==> src/rbol_pkg.sv <==
package rbol_pkg;

    localparam int SLOT_COUNT_DEF = 16;

    localparam int HANDLE_W   = 32;
    localparam int SIZE_W     = 16;
    localparam int OFFSET_W   = 20;
    localparam int INDEX_W    = 4;
    localparam int ACC_W      = OFFSET_W + 1;
    localparam int IN_DATA_W  = 72;
    localparam int OUT_DATA_W = 72;

    localparam logic OP_ADD  = 1'b0;
    localparam logic OP_FIND = 1'b1;

    typedef enum logic [2:0] {
        ST_IDLE = 3'b001,
        ST_WALK = 3'b010,
        ST_DONE = 3'b100
    } t_state;

    typedef struct packed {
        logic add;
        logic start;
        logic walk;
        logic load;
    } t_dp_cmd;

    typedef struct packed {
        logic done;
    } t_dp_status;

endpackage

==> src/rbol_ctrl.sv <==
module rbol_ctrl
    import rbol_pkg::*;
(
    input  logic       i_clk,
    input  logic       i_rst_n,
    input  logic       s_axis_tvalid,
    output logic       s_axis_tready,
    input  logic       i_opcode,
    output logic       m_axis_tvalid,
    input  logic       m_axis_tready,
    input  t_dp_status i_status,
    output t_dp_cmd    o_cmd
);

    t_state r_state;
    t_state n_state;
    logic   r_out_valid;
    logic   w_accept;
    logic   w_out_free;

    assign s_axis_tready = (r_state == ST_IDLE);
    assign m_axis_tvalid = r_out_valid;
    assign w_accept      = s_axis_tvalid && s_axis_tready;
    assign w_out_free    = !r_out_valid || m_axis_tready;

    always_comb begin
        n_state     = r_state;
        o_cmd       = '0;
        o_cmd.add   = w_accept && (i_opcode == OP_ADD);
        o_cmd.start = w_accept && (i_opcode == OP_FIND);
        unique case (r_state)
            ST_IDLE: begin
                if (o_cmd.start) begin
                    n_state = ST_WALK;
                end
            end
            ST_WALK: begin
                o_cmd.walk = 1'b1;
                if (i_status.done) begin
                    n_state = ST_DONE;
                end
            end
            ST_DONE: begin
                if (w_out_free) begin
                    o_cmd.load = 1'b1;
                    n_state    = ST_IDLE;
                end
            end
            default: begin
                n_state = ST_IDLE;
            end
        endcase
    end

    always_ff @(posedge i_clk) begin
        if (!i_rst_n) begin
            r_state     <= ST_IDLE;
            r_out_valid <= 1'b0;
        end else begin
            r_state <= n_state;
            if (o_cmd.load) begin
                r_out_valid <= 1'b1;
            end else if (m_axis_tready) begin
                r_out_valid <= 1'b0;
            end
        end
    end

    a_find_walks: assert property (@(posedge i_clk) disable iff (!i_rst_n)
        o_cmd.start |=> (r_state == ST_WALK))
        else $error("find item did not start a walk");

    a_load_free: assert property (@(posedge i_clk) disable iff (!i_rst_n)
        o_cmd.load |-> (!r_out_valid || m_axis_tready))
        else $error("result loaded over a waiting item");

    a_load_shows: assert property (@(posedge i_clk) disable iff (!i_rst_n)
        o_cmd.load |=> (m_axis_tvalid && r_state == ST_IDLE))
        else $error("loaded result not presented");

endmodule

==> src/rbol_dp.sv <==
module rbol_dp
    import rbol_pkg::*;
#(
    parameter int SLOT_COUNT = SLOT_COUNT_DEF
) (
    input  logic                  i_clk,
    input  logic                  i_rst_n,
    input  t_dp_cmd               i_cmd,
    output t_dp_status            o_status,
    input  logic [HANDLE_W-1:0]   i_entry_handle,
    input  logic [SIZE_W-1:0]     i_entry_size,
    input  logic [OFFSET_W-1:0]   i_byte_offset,
    output logic                  o_found,
    output logic [INDEX_W-1:0]    o_slot_index,
    output logic [HANDLE_W-1:0]   o_found_handle,
    output logic [SIZE_W-1:0]     o_found_size,
    output logic [SIZE_W-1:0]     o_offset_in_entry
);

    localparam int SW = (SLOT_COUNT > 1) ? $clog2(SLOT_COUNT) : 1;
    localparam int CW = $clog2(SLOT_COUNT + 1);
    localparam int PW = (SW > INDEX_W) ? SW : INDEX_W;
    localparam logic [SW-1:0] LAST_SLOT  = SW'(SLOT_COUNT - 1);
    localparam logic [CW-1:0] SLOTS_FULL = CW'(SLOT_COUNT);

    logic [HANDLE_W-1:0] mem_handle [SLOT_COUNT];
    logic [SIZE_W-1:0]   mem_size   [SLOT_COUNT];

    logic [SW-1:0]       r_wr_slot;
    logic [SW-1:0]       r_rd_slot;
    logic                r_full;
    logic [SW-1:0]       r_pos;
    logic [CW-1:0]       r_left;
    logic [OFFSET_W-1:0] r_target;
    logic [ACC_W-1:0]    r_before;
    logic                r_chk_valid;
    logic [SW-1:0]       r_chk_pos;
    logic [HANDLE_W-1:0] r_rd_handle;
    logic [SIZE_W-1:0]   r_rd_size;

    logic                r_res_found;
    logic [INDEX_W-1:0]  r_res_index;
    logic [HANDLE_W-1:0] r_res_handle;
    logic [SIZE_W-1:0]   r_res_size;
    logic [SIZE_W-1:0]   r_res_offset;

    logic                r_out_found;
    logic [INDEX_W-1:0]  r_out_index;
    logic [HANDLE_W-1:0] r_out_handle;
    logic [SIZE_W-1:0]   r_out_size;
    logic [SIZE_W-1:0]   r_out_offset;

    logic [SW-1:0]       n_wr_slot;
    logic [SW-1:0]       n_rd_slot;
    logic [CW-1:0]       n_count;
    logic [ACC_W-1:0]    n_after;
    logic [ACC_W-1:0]    n_delta;
    logic [PW-1:0]       n_pos_ext;
    logic                n_hit;
    logic                n_exhausted;

    function automatic logic [SW-1:0] next_slot(input logic [SW-1:0] s);
        return (s == LAST_SLOT) ? '0 : s + SW'(1);
    endfunction

    always_comb begin
        n_wr_slot = next_slot(r_wr_slot);
        n_rd_slot = r_full ? next_slot(r_rd_slot) : r_rd_slot;
        if (r_full) begin
            n_count = SLOTS_FULL;
        end else if (r_wr_slot >= r_rd_slot) begin
            n_count = CW'(r_wr_slot) - CW'(r_rd_slot);
        end else begin
            n_count = SLOTS_FULL - CW'(r_rd_slot) + CW'(r_wr_slot);
        end
        n_after     = r_before + ACC_W'(r_rd_size);
        n_delta     = ACC_W'(r_target) - r_before;
        n_pos_ext   = PW'(r_chk_pos);
        n_hit       = r_chk_valid && (n_after > ACC_W'(r_target));
        n_exhausted = !r_chk_valid && (r_left == '0);
    end

    assign o_status.done = n_hit || n_exhausted;

    always_ff @(posedge i_clk) begin
        if (i_cmd.add) begin
            mem_handle[r_wr_slot] <= i_entry_handle;
            mem_size[r_wr_slot]   <= i_entry_size;
        end
        r_rd_handle <= mem_handle[r_pos];
        r_rd_size   <= mem_size[r_pos];
    end

    always_ff @(posedge i_clk) begin
        if (!i_rst_n) begin
            r_wr_slot   <= '0;
            r_rd_slot   <= '0;
            r_full      <= 1'b0;
            r_left      <= '0;
            r_chk_valid <= 1'b0;
        end else begin
            if (i_cmd.add) begin
                r_wr_slot <= n_wr_slot;
                r_rd_slot <= n_rd_slot;
                r_full    <= r_full || (n_wr_slot == n_rd_slot);
            end
            if (i_cmd.start) begin
                r_left      <= n_count;
                r_chk_valid <= 1'b0;
            end else if (i_cmd.walk) begin
                if (r_left != '0) begin
                    r_left      <= r_left - CW'(1);
                    r_chk_valid <= 1'b1;
                end else begin
                    r_chk_valid <= 1'b0;
                end
            end
        end
    end

    always_ff @(posedge i_clk) begin
        if (i_cmd.start) begin
            r_pos    <= r_rd_slot;
            r_target <= i_byte_offset;
            r_before <= '0;
        end else if (i_cmd.walk) begin
            r_pos     <= next_slot(r_pos);
            r_chk_pos <= r_pos;
            if (r_chk_valid && !n_hit) begin
                r_before <= n_after;
            end
        end
        if (i_cmd.walk && n_hit) begin
            r_res_found  <= 1'b1;
            r_res_index  <= n_pos_ext[INDEX_W-1:0];
            r_res_handle <= r_rd_handle;
            r_res_size   <= r_rd_size;
            r_res_offset <= n_delta[SIZE_W-1:0];
        end else if (i_cmd.walk && n_exhausted) begin
            r_res_found  <= 1'b0;
            r_res_index  <= '0;
            r_res_handle <= '0;
            r_res_size   <= '0;
            r_res_offset <= '0;
        end
        if (i_cmd.load) begin
            r_out_found  <= r_res_found;
            r_out_index  <= r_res_index;
            r_out_handle <= r_res_handle;
            r_out_size   <= r_res_size;
            r_out_offset <= r_res_offset;
        end
    end

    assign o_found           = r_out_found;
    assign o_slot_index      = r_out_index;
    assign o_found_handle    = r_out_handle;
    assign o_found_size      = r_out_size;
    assign o_offset_in_entry = r_out_offset;

    a_left_bound: assert property (@(posedge i_clk) disable iff (!i_rst_n)
        r_left <= SLOTS_FULL)
        else $error("walk count beyond ring size");

    a_full_sticks: assert property (@(posedge i_clk) disable iff (!i_rst_n)
        (r_full && i_cmd.add) |=> (r_full && r_wr_slot == r_rd_slot))
        else $error("full ring lost its full state on add");

    a_sum_below: assert property (@(posedge i_clk) disable iff (!i_rst_n)
        (i_cmd.walk && r_chk_valid) |-> (r_before <= ACC_W'(r_target)))
        else $error("running sum passed the target without a hit");

endmodule

==> src/ring_buffer_offset_lookup.sv <==
// Channel   Dir  Item                 tdata (low bit up)                          tuser
// s_axis    in   add or find request  entry_handle, entry_size, byte_offset, pad  opcode
// m_axis    out  find result          slot_index, found_handle, found_size,       found
//                                     offset_in_entry, pad
//
// An add gives no result item.
// A find walks the occupied slots from the oldest and stops at the first hit or after the
// last occupied slot: one slot read a cycle from the slot memory, whose registered read
// port paces the walk.
// i_rst_n (synchronous, active low) empties the ring at once; no clearing pass.
// A find result waits in the output register while further items are taken; a further find
// then holds its result, and the input, until the waiting item leaves.
module ring_buffer_offset_lookup
    import rbol_pkg::*;
#(
    parameter int SLOT_COUNT = SLOT_COUNT_DEF
) (
    input  logic                  i_clk,
    input  logic                  i_rst_n,
    input  logic                  s_axis_tvalid,
    output logic                  s_axis_tready,
    input  logic [IN_DATA_W-1:0]  s_axis_tdata,  // entry_handle, entry_size, byte_offset
    input  logic [0:0]            s_axis_tuser,  // opcode
    output logic                  m_axis_tvalid,
    input  logic                  m_axis_tready,
    output logic [OUT_DATA_W-1:0] m_axis_tdata,  // slot_index, found_handle, found_size,
                                                 // offset_in_entry
    output logic [0:0]            m_axis_tuser   // found
);

    localparam int SIZE_LO = HANDLE_W;
    localparam int OFFS_LO = HANDLE_W + SIZE_W;
    localparam int OUT_USED = INDEX_W + HANDLE_W + SIZE_W + SIZE_W;

    t_dp_cmd             w_cmd;
    t_dp_status          w_status;
    logic                w_found;
    logic [INDEX_W-1:0]  w_slot_index;
    logic [HANDLE_W-1:0] w_found_handle;
    logic [SIZE_W-1:0]   w_found_size;
    logic [SIZE_W-1:0]   w_offset_in_entry;

    rbol_ctrl u_ctrl (
        .i_clk         (i_clk),
        .i_rst_n       (i_rst_n),
        .s_axis_tvalid (s_axis_tvalid),
        .s_axis_tready (s_axis_tready),
        .i_opcode      (s_axis_tuser[0]),
        .m_axis_tvalid (m_axis_tvalid),
        .m_axis_tready (m_axis_tready),
        .i_status      (w_status),
        .o_cmd         (w_cmd)
    );

    rbol_dp #(
        .SLOT_COUNT (SLOT_COUNT)
    ) u_dp (
        .i_clk             (i_clk),
        .i_rst_n           (i_rst_n),
        .i_cmd             (w_cmd),
        .o_status          (w_status),
        .i_entry_handle    (s_axis_tdata[HANDLE_W-1:0]),
        .i_entry_size      (s_axis_tdata[SIZE_LO +: SIZE_W]),
        .i_byte_offset     (s_axis_tdata[OFFS_LO +: OFFSET_W]),
        .o_found           (w_found),
        .o_slot_index      (w_slot_index),
        .o_found_handle    (w_found_handle),
        .o_found_size      (w_found_size),
        .o_offset_in_entry (w_offset_in_entry)
    );

    assign m_axis_tdata = {{(OUT_DATA_W - OUT_USED){1'b0}}, w_offset_in_entry, w_found_size,
                           w_found_handle, w_slot_index};
    assign m_axis_tuser = w_found;

endmodule
==> config.mk <==
export PLATFORM = sky130hd
export DESIGN_NAME = ring_buffer_offset_lookup
export DESIGN_NICKNAME = d
export VERILOG_FILES = /design/src/rbol_pkg.sv /design/src/rbol_ctrl.sv /design/src/rbol_dp.sv /design/src/ring_buffer_offset_lookup.sv
export SDC_FILE = /design/constraint.sdc
export NUM_CORES = 1
export LEC_CHECK = 0
export BUFFER_PORTS_ARGS = -buffer_cell sky130_fd_sc_hd__buf_2
export CAP_MARGIN = 20
export CELL_PAD_IN_SITES_DETAIL_PLACEMENT = 0
export CELL_PAD_IN_SITES_GLOBAL_PLACEMENT = 1
export CORE_ASPECT_RATIO = 1.4
export CORE_UTILIZATION = 54
export DETAILED_ROUTE_END_ITERATION = 8
export GPL_TIMING_DRIVEN = 0
export PLACE_DENSITY_LB_ADDON = 0.1
export SLEW_MARGIN = 40
export SYNTH_ARGS = -nofsm -noshare
export SYNTH_HDL_FRONTEND = slang
export SYNTH_HIERARCHICAL = 1
export SYNTH_SLANG_ARGS = --single-unit
==> constraint.sdc <==
create_clock -name i_clk -period 6.3 [get_ports i_clk]
set_input_delay 1.26 -clock i_clk [delete_from_list [all_inputs] [get_ports i_clk]]
set_output_delay 1.26 -clock i_clk [all_outputs]
set_load 0.02 [all_outputs]
==> out/metrics.csv <==
metric,value,unit
die width,231,µm
DP HPWL,54700,µm
Yosys top cell area share,70.7,%
die area,74500,µm²
Clock transition at path regs,0.06,ns
initial DRC count,1586,
vias per cell,5.96,
RR Startpoint,u_dp/r_before[0],
"Distinct cells, synth",79,
Commonest cells post-synth,"edfxtp_1, mux4_2, dfxtp_1",
final hold violation count,0,
share of layout cells above drive strength 1,28.8,%
post-CTS resize count,0,
CP max FO,34,
routability cong.,0.805,
Setup-failing EPs final,0,
Period minus WS final,5.76,ns
RSZ-0062 raised after global routing,false,
Gate Count Post-Synth,1914,
Worst setup EP type,register,
Std-Cell Rows,117,
"Primary FF master, synth",edfxtp_1,
Worst-Margin Slew,0.888,ns
Fmax,174,MHz
Synth-to-Final Area Change,14.5,%
initial antenna violation count,9,
First-pass DRT Iterations,5,
min-delay src,u_dp/r_res_handle[17],
Setup CP Type,register to register,
maximum VDD drop,0.239,mV
chip height,322,µm
leading area contributor after synthesis,edfxtp_1,
arrival time at the worst endpoint,6.12,ns
Max Slew Vio Count,0,
post-route antenna net violation count,0,
outcome,"complete, no violations",
Tot GR Track Use,24.4,%
# IOs,152,
Synth Register Bits,1022,
Clock Skew,0.0271,ns
Mapped Area,39600,µm²
Post-CTS Hold Buffers,0,
first-pass GRT wire length,129000,µm
CTS root buf,clkbuf_16,
number of global-route vias before repair,20100,
PD cells,309,nW/µm²
Max Cap Viol,0,
Routed WL,88500,µm
H-tree depth,3,
worst endpoint required time,6.67,ns
CTS sink cnt,1022,
Hold WC Path Type,register to register,
Worst setup startpoint,u_dp/r_before[0],
startpoint types,register,
Ys Warns,6,
Num CTS Buffers,95,
top-count cell post-synth,edfxtp_1,
post-synthesis area per instance,20.7,µm²
maximum clock path buffer count,3,
Synth area leaders,"edfxtp_1, mux4_2, dfxtp_1, ha_1, and2_1",
fraction of registers with async set/reset,0,%
routed vias,19200,
hold_ws,0.416,ns
initial core utilization,54.6,%
DRC,0,
"EDFF count, synth",933,
Post CTS Setup Buffer Count,0,
leakage,15.3,nW
I/O Buffers,143,
CTS tree,built,
relative slew slack,40.8,%
period utilization,91.4,%
worst skew pair latency,0.67,ns
area of the core,72600,µm²
final setup TNS,0,ns
largest net degree at the start of global routing,35,
post-synthesis sequential area ratio,75.2,%
Overflow after GRT,0,
WL/cell,27.5,µm
nets,2327,
==> layout by cell type (no fill, tap or decap), drive strengths merged, types with 8 or more instances in the layout <==
| master | count |
|---|---|
| clkbuf | 180 |
| clkinv | 35 |
| inv | 55 |
| ha | 63 |
| a21oi | 34 |
| dfxtp | 89 |
| and2 | 78 |
| nor2 | 59 |
| xor2 | 12 |
| o21ai | 26 |
| nor2b | 13 |
| mux2i | 19 |
| buf | 201 |
| a21o | 9 |
| o21a | 11 |
| mux4 | 240 |
| nor3 | 8 |
| a211oi | 9 |
| nand4 | 10 |
| nand3 | 15 |
| nand2 | 26 |
| edfxtp | 933 |
| xnor2 | 27 |
| bufinv | 12 |
==> cell families (layout without fill, tap and decap cells) <==
logic type,Yosys count,after routing,share of synthesized area (%)
AOI/OAI and AO/OA,136,136,2.41
xor gates and xnor gates,39,39,0.862
adders and majority gates,66,66,2.14
buffers and inverters,137,486,1.55
DFF,1022,1022,75.2
muxes,260,260,14.2
other,1,5,0.00947
and+or+nand+nor,253,253,3.64
==> through the flow <==
stage | cell area, µm² | total power, mW | util (%) | worst slack, ns | instances
finish | 45400 | 14.0 | 62.5 | 0.541 | 3219
floorplan | 39600 | 8.05 | - | 0.978 | 1917
global placement | 41500 | 8.30 | 57.2 | -1.22 | 3012
CTS | 45400 | 14.1 | 62.5 | 0.459 | 3218
global route | 45400 | 14.4 | 62.5 | 0.255 | 3219
detailed placement | 42200 | 8.33 | 58.1 | 0.483 | 3039
==> flip-flops by register name (all words and copies together), names as in the netlist, 3 cells and up <==
signal and flops:
u_dp/r_before 21, u_ctrl/r_state 3, u_dp/o_slot_index 4, u_dp/r_rd_handle 32, u_dp/o_offset_in_entry 16, u_dp/r_rd_slot 4, u_dp/r_left 5, u_dp/mem_handle 512
u_dp/r_res_index 4, u_dp/mem_size 256, u_dp/r_res_size 16, u_dp/r_res_offset 16, u_dp/o_found_handle 32, u_dp/r_res_handle 32, u_dp/n_pos_ext 4, u_dp/r_pos 4
u_dp/r_wr_slot 4, u_dp/r_target 20, u_dp/o_found_size 16, u_dp/r_rd_size 16
==> routing by layer <==
metal / up-vias / wire length, µm / global-route usage [%]
met3: 133 / 5190 / 3.91
met5: - / 68 / 0
met2: 649 / 47800 / 44.3
li1: 8320 / - / -
met4: 12 / 2290 / 7.70
met1: 10100 / 33200 / 29.8
==> worst paths after layout <==
kind | endpoint | slack, ns | cells past startpoint
setup / recovery | u_dp/r_res_handle[8] | 0.54 | 19
hold / removal | u_dp/o_found_handle[17] | 0.42 | 0
setup reg to reg | u_dp/r_res_handle[8] | 0.54 | 19
hold reg to reg | u_dp/o_found_handle[17] | 0.42 | 0
==> critical path, stage by stage, from the launching register on <==
cell and delay [ns]:
dfxtp_1 0.33, ha_1 0.23, fa_1 0.41, a21o_1 0.20, o21ai_2 0.29, a31oi_4 0.17
a211oi_2 0.43, o21a_1 0.31, nor2_1 0.09, xor2_1 0.16, ha_1 0.31, a2111oi_0 0.49
o21a_1 0.22, o211ai_1 0.12, o221ai_1 0.39, nand4_2 0.30, a21o_1 0.30, and2_4 0.26
buf_12 0.20, buf_12 0.18
==> area by class of cell <==
type / count / area, µm²
Multi-Input combinational cell: 758 / 9260
Buffer: 84 / 464
Clock inverter: 52 / 572
Sequential cell: 1022 / 29800
Timing Repair Buffer: 170 / 1250
Inverter: 53 / 199
Fill cell: 5127 / 27200
Tap cell: 952 / 1190
Clock buffer: 127 / 2620
Antenna cell: 1 / 2.50
==> power by group <==
part | switching (mW) | internal [mW] | leakage [nW] | total (mW)
clock | 2.43 | 3.42 | 1.57 | 5.85
combinational | 0.387 | 0.300 | 4.48 | 0.686
sequential | 0.0344 | 7.46 | 9.29 | 7.49
total | 2.85 | 11.2 | 15.3 | 14.0
Power figures use the tool's default switching activity.
